--- src/rmq_pkg.sv ---
// ----------------------------------------------------------------------------
// rmq_pkg
// shared widths, codes and word types for the matrix to quaternion converter
// ----------------------------------------------------------------------------
`timescale 1ns / 1ps
`default_nettype none

package rmq_pkg;

  localparam int FRAC_BITS = 14;
  localparam int IN_W      = 16;
  localparam int NUM_W     = IN_W + 1;
  // unsigned width of a positive radicand, signed width while it is formed
  localparam int RAD_W     = ((FRAC_BITS > IN_W) ? FRAC_BITS : IN_W) + 2;
  localparam int RADS_W    = RAD_W + 1;
  localparam int SQ_RAW    = RAD_W + FRAC_BITS;
  localparam int SQ_W      = SQ_RAW + (SQ_RAW % 2);
  localparam int ROOT_W    = SQ_W / 2;
  localparam int REM_W     = ROOT_W + 2;
  localparam int S_W       = ROOT_W + 1;
  localparam int DV_W      = NUM_W + FRAC_BITS + 1;
  localparam int QW        = 16;
  localparam int Q_MAX     = 32767;

  localparam logic signed [RADS_W-1:0] ONE_RAD =
    {{(RADS_W-FRAC_BITS-1){1'b0}}, 1'b1, {FRAC_BITS{1'b0}}};

  localparam logic [1:0] BR_TRACE = 2'd0;
  localparam logic [1:0] BR_X     = 2'd1;
  localparam logic [1:0] BR_Y     = 2'd2;
  localparam logic [1:0] BR_Z     = 2'd3;

  typedef struct packed {
    logic signed [IN_W-1:0] r00;
    logic signed [IN_W-1:0] r01;
    logic signed [IN_W-1:0] r02;
    logic signed [IN_W-1:0] r10;
    logic signed [IN_W-1:0] r11;
    logic signed [IN_W-1:0] r12;
    logic signed [IN_W-1:0] r20;
    logic signed [IN_W-1:0] r21;
    logic signed [IN_W-1:0] r22;
  } mat_t;

  typedef struct packed {
    logic signed [15:0] quat_x;
    logic signed [15:0] quat_y;
    logic signed [15:0] quat_z;
    logic signed [15:0] quat_w;
    logic [1:0]         branch_taken;
    logic               degenerate;
  } quat_t;

  typedef struct packed {
    logic [1:0]              br;
    logic                    degen;
    logic signed [NUM_W-1:0] n0;
    logic signed [NUM_W-1:0] n1;
    logic signed [NUM_W-1:0] n2;
  } side_t;

  typedef struct packed {
    logic [REM_W-1:0]  rem;
    logic [ROOT_W-1:0] root;
    logic [SQ_W-1:0]   v;
    side_t             side;
  } sq_t;

  typedef struct packed {
    logic [REM_W-1:0] rem;
    logic [QW-1:0]    dq;
    logic [S_W-1:0]   s;
    logic             ovf;
    logic             neg;
  } dv_t;

  typedef struct packed {
    logic [1:0]         br;
    logic               degen;
    logic signed [15:0] diag;
  } tag_t;

endpackage

`default_nettype wire

--- src/rmq_div_cell.sv ---
// ----------------------------------------------------------------------------
// rmq_div_cell
// one restoring division step: one quotient bit per cell
// ----------------------------------------------------------------------------
`timescale 1ns / 1ps
`default_nettype none

module rmq_div_cell
  import rmq_pkg::*;
(
  input  wire logic clk,
  input  wire logic en,
  input  wire dv_t  d_in,
  output dv_t       d_out
);

  logic [REM_W:0] cur, dvs, diff;
  logic           ge;

  always_comb begin
    cur  = {d_in.rem, d_in.dq[QW-1]};
    dvs  = {{(REM_W+1-S_W){1'b0}}, d_in.s};
    ge   = cur >= dvs;
    diff = cur - dvs;
  end

  always_ff @(posedge clk) begin
    if (en) begin
      d_out.rem <= ge ? diff[REM_W-1:0] : cur[REM_W-1:0];
      d_out.dq  <= {d_in.dq[QW-2:0], ge};
      d_out.s   <= d_in.s;
      d_out.ovf <= d_in.ovf;
      d_out.neg <= d_in.neg;
    end
  end

endmodule

`default_nettype wire

--- config.mk ---
export PLATFORM = sky130hd
export DESIGN_NAME = rmq_div_cell
export DESIGN_NICKNAME = d
export VERILOG_FILES = /design/src/rmq_pkg.sv /design/src/rmq_div_cell.sv
export SDC_FILE = /design/constraint.sdc
export NUM_CORES = 1
export LEC_CHECK = 0
export ABC_AREA = 0
export BUFFER_PORTS_ARGS = -buffer_cell sky130_fd_sc_hd__buf_4
export CORE_ASPECT_RATIO = 1.75
export CORE_UTILIZATION = 25
export DETAILED_ROUTE_END_ITERATION = 8
export PLACE_DENSITY = 0.57
export SETUP_SLACK_MARGIN = 0.3
export SYNTH_ARGS = -nofsm -noshare
export SYNTH_HDL_FRONTEND = slang
export SYNTH_SLANG_ARGS = --single-unit
--- constraint.sdc ---
create_clock -name clk -period 7.2 [get_ports clk]
set_clock_uncertainty 0.2 [all_clocks]
set_input_delay 0.36 -clock clk [delete_from_list [all_inputs] [get_ports clk]]
set_output_delay 0.36 -clock clk [all_outputs]
set_load 0.05 [all_outputs]
==> metrics.csv <==
metric,value,unit
Tcrit/Tclk final,40.2,%
Worst slew margin,52.3,%
placed cell areas,3770,um^2
CP Class,input pin to flip-flop,
n_diodes,0,
clock-pin transition on the worst setup and hold timing paths,0.07,ns
die height,143,um
Leak Pwr,1.67,nW
Synth area leaders,"edfxtp_1, ha_1, mux2_2, a21oi_1, inv_1",
status,finished clean,
crit path capture type,flip-flop,
CP required,7.05,ns
register area share after synthesis,55.8,%
die footprint,11900,um^2
"commonest cells after routing, fill and taps aside","buf_4, edfxtp_1, a21oi_1, inv_1, ha_1",
Maximum Capacitance Violations,0,
TritonCTS Buffers,5,
Final Wtd Congestion,0.782,
worst-margin pin slew,0.715,ns
Rows,51,
final-report setup violation count,0,
first-pass GRT wire length,11.3,mm
Netlist Area Pre-Place,2850,um^2
f_max,346,MHz
mean routed wirelength per cell,16.4,um
worst vdd ir,95.9,uV
number of flip-flops in the largest register,53,
Starting DRT DRC Count,76,
TritonCTS clock tree,built,
NumNets Final,408,
via count,2183,
core area,11100,um^2
count of cell types in the netlist,48,
Largest Register,d_out,
initial antenna violation count,0,
Power Dens Cells,242,nW/um^2
"most common cell after layout, fill and taps aside",buf_4,
DRC viols,0,
largest registers,d_out: 53 flops,
post-route setup slack,4.31,ns
minimum clock period,2.89,ns
Final Instance Area,3930,um^2
largest net degree at the start of global routing,54,
critical path startpoint category,input pin,
grt ovf,0,
gr usage total,13.2,%
Worst Path Arrival,2.74,ns
CTS Sinks,53,
Hold Crit Class,input pin to flip-flop,
vias in the first global route,2221,
DRT Wirelength,7.66,mm
share of cells above drive strength 1,40.5,%
vias per inst,4.66,
CTS Buffer Depth,2,
cts hold-fix bufs,0,
Mean Syn Cell Area,12.5,um^2
IO Pins,108,
RSZ-0062 raised after global routing,false,
Slew Limit Fails,0,
Initial Utilization,25.7,%
pre-CTS setup slack,4.01,ns
cells after synthesis,228,
Post-CTS Setup Inserts,0,
post-route ant nets,0,
Seq cells post-synth,53,
syn nets,301,
Root Buffer,clkbuf_16,
Post-synth EDFFs,53,
Final Hold Fails,0,
share of the synthesized area in the top cell type,55.8,%
placed wire-length estimate,6.08,mm
Pre-antenna DRT Iters,4,
post-CTS sizing,0,
H-tree depth,2,
yosys warns,0,
"FFs w/ async S/R, synth",0,%
chip width,82.7,um
PortBufs,107,
TNS Setup,0,ns
Area Overhead vs Synth,37.7,%
ys flop type,edfxtp_1,
Final Core Density,35.4,%
"area leader, netlist",edfxtp_1,
critical-path maximum fanout,3,
-- final timing paths --
kind,startpoint,endpoint,slack (ns),cells after the start
min,d_in[22],d_out[23],0.04,1
max,d_in[34],d_out[49],4.31,11
-- area by class of cell --
class / count / area [um^2]
Inverter: 21 / 78.8
Clock buffer: 5 / 125
Fill cell: 1148 / 7180
Sequential cell: 53 / 1590
Clock inverter: 3 / 26.3
Timing Repair Buffer: 107 / 803
Multi-Input combinational cell: 147 / 1140
Tap cell: 132 / 165
-- per-stage QoR --
stage	total power, mW	hold WS [ns]	instances
floorplan	0.608	0.259	228
global placement	0.712	0.339	460
detailed placement	0.713	0.339	460
CTS	0.971	0.0251	468
global route	0.998	0.0207	468
finish	0.952	0.0372	468
-- worst max-delay path, stage by stage --
cell,delay (ns)
buf_4,0.11
inv_1,0.06
ha_1,0.16
inv_1,0.05
fa_1,0.40
a21o_1,0.22
a221oi_2,0.35
o21ai_0,0.28
o31a_1,0.32
xor2_1,0.14
mux2_1,0.30
-- cell usage after synthesis, types with 2 or more instances --
master	instances
a21o_1	6
nor2_1	9
and2_1	2
o21a_1	2
nand3_1	9
inv_1	20
and3_1	2
a21oi_1	21
nor4_1	2
o211ai_1	3
buf_2	3
edfxtp_1	53
buf_6	2
nand4_1	3
nand2_1	10
ha_1	17
mux2_2	12
mux2_1	3
clkbuf_1	2
o21ai_0	7
nor2b_1	2
o31ai_1	2
mux2i_1	2
xnor2_1	7
or2_2	2
xor2_1	3
-- metal layers --
metal / routed length (um) / up-vias / global-route usage (%)
met1: 2490 / 1040 / 12.6
met5: 0 / - / 0
met4: 238 / 0 / 5.90
li1: - / 1070 / -
met3: 344 / 13 / 2.36
met2: 4580 / 60 / 25.9
-- power breakdown --
group | internal, mW | switching (mW) | leakage [nW]
Combinational | 0.112 | 0.202 | 1.08
Clock | 0.132 | 0.118 | 0.0680
Sequential | 0.380 | 0.00900 | 0.519
Total | 0.623 | 0.329 | 1.67
-- cell families after synthesis --
kind of cell    synth area share (%)
xor+xnor                        3.07
flops                           55.8
simple gates                    8.64
compound gates                  12.8
buf+inv                         4.34
fa+ha+maj                       8.16
mux                             7.15
No activity file was read; power rests on OpenSTA's default activity.
