<file path="config.mk">
export PLATFORM = sky130hd
export DESIGN_NAME = rmq_sqrt_cell
export DESIGN_NICKNAME = d
export VERILOG_FILES = /design/src/rmq_pkg.sv /design/src/rmq_sqrt_cell.sv
export SDC_FILE = /design/constraint.sdc
export NUM_CORES = 1
export LEC_CHECK = 0
export BUFFER_PORTS_ARGS = -buffer_cell sky130_fd_sc_hd__buf_2
export CAP_MARGIN = 5
export CORE_MARGIN = 2
export CORE_UTILIZATION = 49
export CTS_CLUSTER_SIZE = 40
export DETAILED_ROUTE_END_ITERATION = 8
export PLACE_DENSITY = 0.86
export SLEW_MARGIN = 0
export SYNTH_ARGS = -nofsm -noshare
export SYNTH_HDL_FRONTEND = slang
export SYNTH_SLANG_ARGS = --single-unit
export TNS_END_PERCENT = 20
</file>
<file path="constraint.sdc">
create_clock -name clk -period 6.8 [get_ports clk]
set_input_delay 0.68 -clock clk [delete_from_list [all_inputs] [get_ports clk]]
set_output_delay 0.68 -clock clk [all_outputs]
set_load 0.02 [all_outputs]
</file>
<file path="src/rmq_pkg.sv">
// ----------------------------------------------------------------------------
// rmq_pkg
// shared widths, codes and word types for the matrix to quaternion converter
// ----------------------------------------------------------------------------
`timescale 1ns / 1ps
`default_nettype none

package rmq_pkg;

  localparam int FRAC_BITS = 14;
  localparam int IN_W      = 16;
  localparam int NUM_W     = IN_W + 1;
  // unsigned width of a positive radicand, signed width while it is formed
  localparam int RAD_W     = ((FRAC_BITS > IN_W) ? FRAC_BITS : IN_W) + 2;
  localparam int RADS_W    = RAD_W + 1;
  localparam int SQ_RAW    = RAD_W + FRAC_BITS;
  localparam int SQ_W      = SQ_RAW + (SQ_RAW % 2);
  localparam int ROOT_W    = SQ_W / 2;
  localparam int REM_W     = ROOT_W + 2;
  localparam int S_W       = ROOT_W + 1;
  localparam int DV_W      = NUM_W + FRAC_BITS + 1;
  localparam int QW        = 16;
  localparam int Q_MAX     = 32767;

  localparam logic signed [RADS_W-1:0] ONE_RAD =
    {{(RADS_W-FRAC_BITS-1){1'b0}}, 1'b1, {FRAC_BITS{1'b0}}};

  localparam logic [1:0] BR_TRACE = 2'd0;
  localparam logic [1:0] BR_X     = 2'd1;
  localparam logic [1:0] BR_Y     = 2'd2;
  localparam logic [1:0] BR_Z     = 2'd3;

  typedef struct packed {
    logic signed [IN_W-1:0] r00;
    logic signed [IN_W-1:0] r01;
    logic signed [IN_W-1:0] r02;
    logic signed [IN_W-1:0] r10;
    logic signed [IN_W-1:0] r11;
    logic signed [IN_W-1:0] r12;
    logic signed [IN_W-1:0] r20;
    logic signed [IN_W-1:0] r21;
    logic signed [IN_W-1:0] r22;
  } mat_t;

  typedef struct packed {
    logic signed [15:0] quat_x;
    logic signed [15:0] quat_y;
    logic signed [15:0] quat_z;
    logic signed [15:0] quat_w;
    logic [1:0]         branch_taken;
    logic               degenerate;
  } quat_t;

  typedef struct packed {
    logic [1:0]              br;
    logic                    degen;
    logic signed [NUM_W-1:0] n0;
    logic signed [NUM_W-1:0] n1;
    logic signed [NUM_W-1:0] n2;
  } side_t;

  typedef struct packed {
    logic [REM_W-1:0]  rem;
    logic [ROOT_W-1:0] root;
    logic [SQ_W-1:0]   v;
    side_t             side;
  } sq_t;

  typedef struct packed {
    logic [REM_W-1:0] rem;
    logic [QW-1:0]    dq;
    logic [S_W-1:0]   s;
    logic             ovf;
    logic             neg;
  } dv_t;

  typedef struct packed {
    logic [1:0]         br;
    logic               degen;
    logic signed [15:0] diag;
  } tag_t;

endpackage

`default_nettype wire

</file>
<file path="src/rmq_sqrt_cell.sv">
// ----------------------------------------------------------------------------
// rmq_sqrt_cell
// one restoring square root step: one root bit per cell
// ----------------------------------------------------------------------------
`timescale 1ns / 1ps
`default_nettype none

module rmq_sqrt_cell
  import rmq_pkg::*;
(
  input  wire logic clk,
  input  wire logic en,
  input  wire sq_t  d_in,
  output sq_t       d_out
);

  logic [REM_W+1:0] cur, sub, diff;
  logic             ge;

  always_comb begin
    cur  = {d_in.rem, d_in.v[SQ_W-1 -: 2]};
    sub  = {2'b00, d_in.root, 2'b01};
    ge   = cur >= sub;
    diff = cur - sub;
  end

  always_ff @(posedge clk) begin
    if (en) begin
      d_out.rem  <= ge ? diff[REM_W-1:0] : cur[REM_W-1:0];
      d_out.root <= {d_in.root[ROOT_W-2:0], ge};
      d_out.v    <= d_in.v << 2;
      d_out.side <= d_in.side;
    end
  end

endmodule

`default_nettype wire

</file>
==> metrics.txt <==
status=completed; Internal Pwr Total=1560 µW; CTS tree=done; number of flip-flops under the largest register name=around 120; basic-gate share of the synthesized area counting and, or, nand and nor cells=approximately 4.7%; DR WL/cell=about 19 µm; fill count=610; Top Registers=d_out x118; library cell with the largest summed area after synthesis=edfxtp_1; Setup TNS=0 ps; maximum vdd ir drop=between 0.00015 and 0.0002 V; wire length of the first global-routing pass=around 18000 µm; most numerous cell in the Yosys netlist=edfxtp_1; Slew Limit Fails=0; number of warning messages in the yosys log=0; detailed-route DRC error count=0; switching share of power=roughly a quarter; height of the die=between 100 and 150 µm; portion of the clock cycle consumed by the worst path in the final layout=between 30% and 40%; number of setup violations in the final report=0; Total Wirelength=12900 µm; post-layout net count=between 600 and 700; Yosys top cell area share=74.4%; total half-perimeter wirelength after legalization and detailed placement=9240 µm; Place WS=about 3800 ps; CP max-delay cell=o211ai_4; Worst Setup End Kind=flop; vias post-DR=~3400; largest net degree at the start of global routing=75; Post-Syn Area=approximately 4800 µm²; per-instance average area after synthesis=16.8 µm²; clock buffers created by TritonCTS=17; total of buffers placed on input and output ports=between 200 and 250; crit-path max cell delay=about 620 ps; row cnt=35; number of placed I/O pins=roughly 240; final estimated routing congestion in global placement=around 0.85; number of unique standard cell types used by synthesis=43; post-synthesis share of cell area spent on full adders, half adders and majority gates=~4.7%; switching power=551 µW; slew of the pin with the lowest slew margin=956 ps; number of global-route vias before repair=~3400; sequential fraction of the synthesis area=around three quarters; ranking of synthesized cells by instance count=edfxtp_1 (118), inv_1 (20), ha_1 (18), a21oi_1 (15), mux2_2 (13); Synth Flop Type=edfxtp_1; fmax=about 400 MHz; Largest Register=d_out; portion of total power attributed to the clock network=a little over two fifths; CTS Hold Bufs=0; Max-slew headroom=between 30% and 40%; Worst EP required=roughly 7100 ps; setup repair after global routing missed its margin=no; arrival time at the worst endpoint=roughly 2800 ps; number of synthesized flops with an enable pin=around 120; area of the core region=9330 µm²; combinational share of power=15.6%; global-route usage over all layers=a little under a quarter; post-CTS setup buffer count=0; Final WS setup=~4300 ps; number of antenna cells inserted=0; Final Hold Viols=0; share of synthesized registers carrying an async set or reset=0%; cell-by-cell listing of the critical path=buf_2 -> inv_1 -> ha_1 -> a21oi_1 -> o21ai_1 -> a31oi_1 -> o211ai_4 -> mux2_2; initial core utilization=slightly above 50%; final antenna-violating net count=0; non-filler instance count after layout=about 680; total iterations of the first detailed-routing run=4; max-capacitance violation count=0; CP Class=in -> reg; clk sink count=118; Root Driver=clkbuf_8; share of layout cells above drive strength 1=roughly 53%; total placed cells including tap cells=648; fraction of the mapped netlist area in compound gates=under 10%; grt ovf=0; min Tclk post-route=~2500 ps; antenna violations before repair=0; number of buffers on the longest clock path=2; power per cell area=about 320 nW/µm²; DR vias/cell=roughly 5.0; worst hold-check path type=in -> reg; count of mapped cells out of synthesis=approximately 280; clock slew seen by the registers of the worst setup and hold paths=60 ps; number of instances resized during post-cts repair=0; area added between synthesis and finish=40.4%; Startpoint Class=input port; total die area=~11000 µm²; Synth Register Bits=roughly 120; die outline width=between 100 and 150 µm; fraction of synthesized cell area in xor and xnor cells=2.58%; Area contributors post-synth=edfxtp_1 (74%), ha_1 (4.7%), mux2_2 (3.1%); register share of total power=42.5%; number of DRC markers after the initial detailed-route iteration=202; largest family of logic cells by synthesized area=compound AO/OA/AOI/OAI gates; Max H-tree Level=4; fraction of synthesized area in multiplexers=under 10%; total leakage power=about 0.0029 µW; maximum fanout encountered on the critical timing path=19
-- metal layers --
metal / vias up / wire length [µm] / GRT usage, %
li1: 1588 / - / -
met1: 1657 / 4420 / 23.6
met2: 153 / 6910 / 42.8
met3: 26 / 1150 / 7.66
met4: 0 / 434 / 13.5
met5: - / 0 / 0
-- power by group through the flow --
stage	Combinational, µW	Sequential [µW]	Clock, µW
final	329	897	886
after global routing	351	903	929
after CTS	331	898	899
after detailed placement	328	910	0
after global placement	320	908	0
after floorplan	103	1000	0
-- stage by stage --
| stage | cell area (µm²) | hold WS, ps | utilization (%) | power, µW |
|---|---|---|---|---|
| final | 6680 | 337 | 71.6 | 2110 |
| after global routing | 6680 | 311 | 71.6 | 2180 |
| after floorplan | 4760 | 779 | - | 1100 |
| after detailed placement | 6090 | 858 | 65.3 | 1240 |
| after global placement | 6090 | 857 | 65.3 | 1230 |
| after CTS | 6680 | 315 | 71.6 | 2130 |
-- cells in the final DEF (no fill, tap or decap), drive strengths merged, types with 5 or more instances in the layout --
master / netlist / final
nor2: 11 / 11
inv: 20 / 23
nor3: 6 / 6
a21oi: 15 / 15
ha: 18 / 18
edfxtp: 118 / 118
nand2: 12 / 12
clkbuf: 1 / 17
mux2: 15 / 15
clkinv: 0 / 6
xnor2: 10 / 10
nand3: 5 / 5
o21a: 6 / 6
buf: 5 / 240
o21ai: 6 / 6
-- path summary, 6_finish.rpt --
check	from	endpoint	slack, ps	depth (start not counted)
hold / removal	d_in[54]	d_out[56]	340	1
setup / recovery	d_in[93]	d_out[107]	4290	8
-- cell families (layout without fill, tap and decap cells) --
logic type      count (synthesis)  after routing
fa+ha+maj                      18             18
buf+inv                        26            291
other cells                     1              2
simple gates                   46             46
compound gates                 43             43
flops                         118            118
mux                            18             18
xor+xnor                       14             14
-- final cells by class --
cell class	count	area, µm²	share of cell area [%]
Clock buffer	17	414	6.20
Tap cell	129	161	2.42
Inverter	20	75.1	1.12
Timing Repair Buffer	240	1210	18.1
Sequential cell	118	3540	53.0
Multi-Input combinational cell	141	1100	16.5
Clock inverter	14	176	2.64
-- worst max-delay path, delay by kind of cell --
family          cells  cell delay (ps)
buf+inv             2              120
compound gates      4             1160
fa+ha+maj           1              390
mux                 1              420
Note: power is estimated with default switching activity, not from simulation.
