## src/rmq_pkg.sv

```systemverilog
// ----------------------------------------------------------------------------
// rmq_pkg
// shared widths, codes and word types for the matrix to quaternion converter
// ----------------------------------------------------------------------------
`timescale 1ns / 1ps
`default_nettype none

package rmq_pkg;

  localparam int FRAC_BITS = 14;
  localparam int IN_W      = 16;
  localparam int NUM_W     = IN_W + 1;
  // unsigned width of a positive radicand, signed width while it is formed
  localparam int RAD_W     = ((FRAC_BITS > IN_W) ? FRAC_BITS : IN_W) + 2;
  localparam int RADS_W    = RAD_W + 1;
  localparam int SQ_RAW    = RAD_W + FRAC_BITS;
  localparam int SQ_W      = SQ_RAW + (SQ_RAW % 2);
  localparam int ROOT_W    = SQ_W / 2;
  localparam int REM_W     = ROOT_W + 2;
  localparam int S_W       = ROOT_W + 1;
  localparam int DV_W      = NUM_W + FRAC_BITS + 1;
  localparam int QW        = 16;
  localparam int Q_MAX     = 32767;

  localparam logic signed [RADS_W-1:0] ONE_RAD =
    {{(RADS_W-FRAC_BITS-1){1'b0}}, 1'b1, {FRAC_BITS{1'b0}}};

  localparam logic [1:0] BR_TRACE = 2'd0;
  localparam logic [1:0] BR_X     = 2'd1;
  localparam logic [1:0] BR_Y     = 2'd2;
  localparam logic [1:0] BR_Z     = 2'd3;

  typedef struct packed {
    logic signed [IN_W-1:0] r00;
    logic signed [IN_W-1:0] r01;
    logic signed [IN_W-1:0] r02;
    logic signed [IN_W-1:0] r10;
    logic signed [IN_W-1:0] r11;
    logic signed [IN_W-1:0] r12;
    logic signed [IN_W-1:0] r20;
    logic signed [IN_W-1:0] r21;
    logic signed [IN_W-1:0] r22;
  } mat_t;

  typedef struct packed {
    logic signed [15:0] quat_x;
    logic signed [15:0] quat_y;
    logic signed [15:0] quat_z;
    logic signed [15:0] quat_w;
    logic [1:0]         branch_taken;
    logic               degenerate;
  } quat_t;

  typedef struct packed {
    logic [1:0]              br;
    logic                    degen;
    logic signed [NUM_W-1:0] n0;
    logic signed [NUM_W-1:0] n1;
    logic signed [NUM_W-1:0] n2;
  } side_t;

  typedef struct packed {
    logic [REM_W-1:0]  rem;
    logic [ROOT_W-1:0] root;
    logic [SQ_W-1:0]   v;
    side_t             side;
  } sq_t;

  typedef struct packed {
    logic [REM_W-1:0] rem;
    logic [QW-1:0]    dq;
    logic [S_W-1:0]   s;
    logic             ovf;
    logic             neg;
  } dv_t;

  typedef struct packed {
    logic [1:0]         br;
    logic               degen;
    logic signed [15:0] diag;
  } tag_t;

endpackage

`default_nettype wire

```

## src/rmq_front.sv

```systemverilog
// ----------------------------------------------------------------------------
// rmq_front
// branch choice, radicand with clamp, and off-diagonal numerators
// ----------------------------------------------------------------------------
`timescale 1ns / 1ps
`default_nettype none

module rmq_front
  import rmq_pkg::*;
(
  input  wire logic clk,
  input  wire logic en,
  input  wire mat_t mat,
  output sq_t       sq
);

  logic signed [RADS_W-1:0] a, b, c, tr, rad_s;
  logic [RAD_W-1:0]         rad;
  logic [1:0]               br;
  logic                     degen;
  side_t                    side;

  always_comb begin
    a  = RADS_W'(mat.r00);
    b  = RADS_W'(mat.r11);
    c  = RADS_W'(mat.r22);
    tr = a + b + c;
    priority if (tr > 0) begin
      br    = BR_TRACE;
      rad_s = tr + ONE_RAD;
    end else if (a > b && a > c) begin
      br    = BR_X;
      rad_s = ONE_RAD + a - b - c;
    end else if (b > c) begin
      br    = BR_Y;
      rad_s = ONE_RAD + b - a - c;
    end else begin
      br    = BR_Z;
      rad_s = ONE_RAD + c - a - b;
    end
    degen = rad_s[RADS_W-1] || (rad_s == '0);
    rad   = degen ? RAD_W'(1) : rad_s[RAD_W-1:0];

    side.br    = br;
    side.degen = degen;
    unique case (br)
      BR_TRACE: begin
        side.n0 = NUM_W'(mat.r12) - NUM_W'(mat.r21);
        side.n1 = NUM_W'(mat.r20) - NUM_W'(mat.r02);
        side.n2 = NUM_W'(mat.r01) - NUM_W'(mat.r10);
      end
      BR_X: begin
        side.n0 = NUM_W'(mat.r12) - NUM_W'(mat.r21);
        side.n1 = NUM_W'(mat.r01) + NUM_W'(mat.r10);
        side.n2 = NUM_W'(mat.r02) + NUM_W'(mat.r20);
      end
      BR_Y: begin
        side.n0 = NUM_W'(mat.r20) - NUM_W'(mat.r02);
        side.n1 = NUM_W'(mat.r01) + NUM_W'(mat.r10);
        side.n2 = NUM_W'(mat.r12) + NUM_W'(mat.r21);
      end
      default: begin
        side.n0 = NUM_W'(mat.r01) - NUM_W'(mat.r10);
        side.n1 = NUM_W'(mat.r02) + NUM_W'(mat.r20);
        side.n2 = NUM_W'(mat.r12) + NUM_W'(mat.r21);
      end
    endcase
  end

  always_ff @(posedge clk) begin
    if (en) begin
      sq.rem  <= '0;
      sq.root <= '0;
      sq.v    <= SQ_W'(rad) << FRAC_BITS;
      sq.side <= side;
    end
  end

endmodule

`default_nettype wire

```

## config.mk

```make
export PLATFORM = sky130hd
export DESIGN_NAME = rmq_front
export DESIGN_NICKNAME = d
export VERILOG_FILES = /design/src/rmq_pkg.sv /design/src/rmq_front.sv
export SDC_FILE = /design/constraint.sdc
export NUM_CORES = 1
export LEC_CHECK = 0
export BUFFER_PORTS_ARGS = -buffer_cell sky130_fd_sc_hd__buf_2
export CORE_UTILIZATION = 40
export DETAILED_ROUTE_END_ITERATION = 12
export PLACE_DENSITY = 0.66
export SKIP_LAST_GASP = 1
export SLEW_MARGIN = 20
export SYNTH_ARGS = -nofsm -noshare
export SYNTH_HDL_FRONTEND = slang
export SYNTH_SLANG_ARGS = --single-unit
```

## constraint.sdc

```tcl
create_clock -name clk -period 14.96 [get_ports clk]
set_input_delay 3.74 -clock clk [delete_from_list [all_inputs] [get_ports clk]]
set_output_delay 3.74 -clock clk [all_outputs]
set_load 0.02 [all_outputs]
```

==> results <==
- The flow ran to the end, and the final reports show no timing, DRC or antenna violations.
- The start-to-end type of the worst setup path is input port to register.
- After global routing the overflow that remains totals 0.
- The path class of the lowest-slack min-delay path is input port to register.
- The top-level port count is about 270.
- The first TritonRoute pass finished after 6 iterations.
- The number of filler instances in the final layout is 3791.
- Based on the critical path, the design can be clocked at up to roughly 110 MHz.
- The cell sitting at the root of the clock tree is a sky130_fd_sc_hd__clkbuf_16.
- On the worst path, the slowest cell contributes a delay of 0.81 ns.
- Detailed placement ended at an HPWL of 40600 um.
- Buffers placed on the I/O ports in this run total 217.
- The clock net in this run drives a total of 72 sinks.
- After synthesis the netlist holds a flip-flop and latch count of ~70.
- The combined area of all synthesized cells is roughly 15000 um^2.
- The clock tree from TritonCTS is done.
- The maximum resistive drop on vdd is between 60 and 70 uV.
- The via count of the first global-routing pass was ~13000.
- The number of vias after detailed routing is ~14000.
- The endpoint arrival time on the critical path is 9.36 ns.
- The average cell area after synthesis is between 8 and 9 um^2.
- The residual antenna-violating net count after detailed routing is 0.
- The clock passes through at most 2 buffers.
- After synthesis, flip-flops and latches occupy 14.1% of the total area.
- STA puts the critical path data required time at 15.03 ns.
- The number of buffers inserted by hold repair at cts is 0.
- For hold timing, the worst endpoint is sq[34].
- The detailed-route DRC error count is 0.
- The synthesized design spends more area on one cell type than any other, namely sky130_fd_sc_hd__ha_1.
- In the global route stage, overall resource usage came out at 24.6%.
- For the pin with the worst max-slew slack, the measured transition is roughly 1.1 ns.
- The most prevalent standard cell on the critical path is sky130_fd_sc_hd__inv_1.
- The fraction of power spent switching nets is between 40% and 50%.
- The number of gates resized after CTS was 0.
- The iteration-0 DRC count of the detailed router is 878.
- The fraction of power consumed by combinational cells is between 60% and 70%.
- The number of clock buffers inserted by TritonCTS is 9.
- The most flop-heavy register is sq.
- The largest fanout on the critical path is 43.
- The worst hold path begins at mat[16].
- The initial cell density of the core is 40.7%.
- After synthesis, the cell types taking the most area are sky130_fd_sc_hd__ha_1 (24%), sky130_fd_sc_hd__edfxtp_1 (14%), sky130_fd_sc_hd__fa_1 (9.6%).
- The placement row count is 71.
- The category of the worst setup path capture point is a register.
- The largest net degree at the start of global routing is 73.
- Clock-pin slew was measured on the worst setup and hold paths at about 0.06 ns.
- The area growth from synthesis to layout is 11.2%.
- The proportion of layout cells with a drive suffix above 1 is 14.5%.
- Synthesis produced 1795 cells.
- The first-pass GRT wire length is between 70000 and 80000 um.
- Setup violations remaining at the end of the flow were counted as 0.
- The core region is 37800 um^2.
- The routability congestion estimate is 0.968.
- The number of endpoints with negative hold slack in the final report is 0.
- The portion of total power attributed to sequential cells is 19.6%.
- The number of warning messages in the yosys log is 0.
- Setup repair after global routing left no endpoint under its margin.
- For this design the static power due to leakage is between 8 and 9 nW.
- In the synthesized netlist, the cells that appear most often are sky130_fd_sc_hd__ha_1 (296), sky130_fd_sc_hd__inv_1 (219), sky130_fd_sc_hd__a21oi_1 (115), sky130_fd_sc_hd__nor2_1 (112), sky130_fd_sc_hd__nand2_1 (105).
- The cell-internal power is 865 uW.
- The main flop type after synthesis is sky130_fd_sc_hd__edfxtp_1.
- The largest registers in the layout are sq: 72 flops.
- In this run the power spent charging and discharging nets is 843 uW.
- For the finished layout, the period the worst path requires is slightly above 9 ns.
- The relative contribution of the clock network to total power is 13.2%.
- The die is 198 um wide.
- The number of post-CTS setup repair buffers is 0.
- The final layout contains routed wiring with a total length of slightly below 50000 um.
- Traced cell by cell, the critical path runs through buf_2 -> inv_1 -> fa_1 -> inv_1 -> ha_1 -> fa_1 -> a21o_1 -> o311a_1 -> o21ai_2 -> a21oi_1 -> o31ai_1 -> xnor2_1 -> inv_1 -> ha_1 -> nand3_1 -> a211o_1 -> a2111o_1 -> o21ai_4 -> buf_4 -> nand2_1 -> clkinv_1 -> o211ai_1 -> o21ai_0.
- For this design the ratio of total power to cell area is 99.9 nW/um^2.
- The net count reported at finish is 2500.
- The share of flip-flops with an asynchronous set or reset after synthesis is 0%.
- The number of cells on the worst hold path is 3.
- Setup total negative slack on the finished layout was measured at 0 ns.
- The routed length per placed instance is 19.4 um.
- The max-slew headroom at the worst pin is 29.2%.
- The via count normalized by instance count is 5.41.
- The final core area utilization is a little under half.
- The reported max-cap violation count is 0.
- The most frequently used cell type in the post-synthesis netlist is sky130_fd_sc_hd__ha_1.
- The count of final max-slew check failures is 0.
- The die covers ~39000 um^2.
- The initial antenna violation count is 1.
- The library cell contributing the largest single delay on the critical path is sky130_fd_sc_hd__clkinv_1.
- In this run the number of H-tree levels came out at 3.
- The worst setup path is launched from an input port.
- After synthesis, the netlist uses 97 different library cells.
- The number of synthesized flops with an enable pin is 72.
- In this run the biggest area consumer among cell types represents around 24% of the synthesized area.
- The die outline height is roughly 200 um.
- The number of flip-flops under the largest register name is between 70 and 80.
- The fraction of the cycle the final worst path needs is 62.1%.
final cells by class:
class	count	area, um^2	share of cell area, %
multi-input combinational	1456	12000	70.3
sequential	72	2160	12.7
timing repair buffer	224	1140	6.68
inverter	221	830	4.86
tap	511	639	3.74
clock buffer	10	229	1.34
clock inverter	6	68.8	0.403
antenna	1	2.50	0.0146
through the flow:
stage | instances | hold WS, ns | power, mW | area [um^2] | worst slack [ns]
6_report | 2501 | 3.89 | 1.71 | 17100 | 5.67
5_1_grt | 2500 | 3.90 | 1.83 | 17100 | 5.28
4_1_cts | 2500 | 3.87 | 1.70 | 17100 | 5.71
3_5_place_dp | 2484 | 4.19 | 1.47 | 16800 | 5.34
3_3_place_gp | 2484 | 4.19 | 1.46 | 16800 | 5.55
2_1_floorplan | 1842 | 3.85 | 1.12 | 15500 | 6.60
worst max-delay path by stage:
stage | from | endpoint | slack (ns) | cells past startpoint
2_1_floorplan | mat[1] | sq[68] | 6.60 | 21
3_3_place_gp | mat[1] | sq[46] | 5.55 | 23
3_5_place_dp | mat[1] | sq[42] | 5.34 | 23
4_1_cts | mat[1] | sq[38] | 5.71 | 22
5_1_grt | mat[1] | sq[38] | 5.28 | 23
6_report | mat[1] | sq[42] | 5.67 | 23
layout by cell type, fill, tap and decap left out, types with 7 or more instances in the layout:
cell type	netlist	routed
sky130_fd_sc_hd__and3_1	11	11
sky130_fd_sc_hd__mux2i_1	14	14
sky130_fd_sc_hd__xnor2_1	91	91
sky130_fd_sc_hd__a21o_1	23	23
sky130_fd_sc_hd__ha_1	296	296
sky130_fd_sc_hd__fa_1	74	74
sky130_fd_sc_hd__nand2_1	105	105
sky130_fd_sc_hd__nor3b_1	10	10
sky130_fd_sc_hd__xor2_1	26	26
sky130_fd_sc_hd__a21oi_1	115	115
sky130_fd_sc_hd__nor2b_1	32	32
sky130_fd_sc_hd__o211ai_1	23	23
sky130_fd_sc_hd__inv_1	219	219
sky130_fd_sc_hd__mux2_2	10	10
sky130_fd_sc_hd__nor2_1	112	112
sky130_fd_sc_hd__nor3_1	47	47
sky130_fd_sc_hd__o21bai_1	9	9
sky130_fd_sc_hd__o21a_1	29	29
sky130_fd_sc_hd__or3_1	16	16
sky130_fd_sc_hd__edfxtp_1	72	72
sky130_fd_sc_hd__nor4_1	8	8
sky130_fd_sc_hd__a31oi_1	16	16
sky130_fd_sc_hd__clkbuf_16	0	9
sky130_fd_sc_hd__o31a_1	7	7
sky130_fd_sc_hd__conb_1	1	48
sky130_fd_sc_hd__o31ai_1	15	15
sky130_fd_sc_hd__a211oi_1	18	17
sky130_fd_sc_hd__or2_2	9	9
sky130_fd_sc_hd__o22ai_1	14	14
sky130_fd_sc_hd__a211o_1	7	7
sky130_fd_sc_hd__buf_2	12	216
sky130_fd_sc_hd__nand2b_1	22	22
sky130_fd_sc_hd__and2_1	11	11
sky130_fd_sc_hd__a221oi_1	8	8
sky130_fd_sc_hd__buf_4	49	8
sky130_fd_sc_hd__nand3_1	26	26
sky130_fd_sc_hd__o21ai_0	75	75
sky130_fd_sc_hd__a2111oi_0	7	7
cells by family (layout without fill, tap and decap cells):
family	after synthesis	in the layout	synth area share, %
buffers and inverters	314	461	9.02
multiplexers	24	24	1.65
XOR/XNOR	117	117	6.67
other	1	49	0.0244
AND/OR/NAND/NOR	447	447	14.8
AO/OA/AOI/OAI	450	450	20.0
adder cells (fa/ha/maj)	370	370	33.8
flip-flops	72	72	14.1
power by group through the flow:
stage / Sequential [mW] / Clock [mW] / Combinational, mW
final: 0.334 / 0.226 / 1.15
after detailed placement: 0.337 / 0 / 1.13
after floorplan: 0.393 / 0 / 0.731
after global routing: 0.338 / 0.236 / 1.25
after CTS: 0.336 / 0.229 / 1.14
after global placement: 0.340 / 0 / 1.12
critical path: cells and delay by family:
kind | cells | cell delay [ns]
buffers and inverters | 6 | 1.47
adders and majority gates | 4 | 1.47
AOI/OAI and AO/OA | 10 | 2.06
xor gates and xnor gates | 1 | 0.22
and+or+nand+nor | 2 | 0.35
metal layers:
layer	GRT usage [%]	wire length [um]
met1	31.7	20900
met2	42.3	23200
met3	3.37	3110
met4	7.87	1320
met5	0	0
Power figures use the tool's default switching activity.
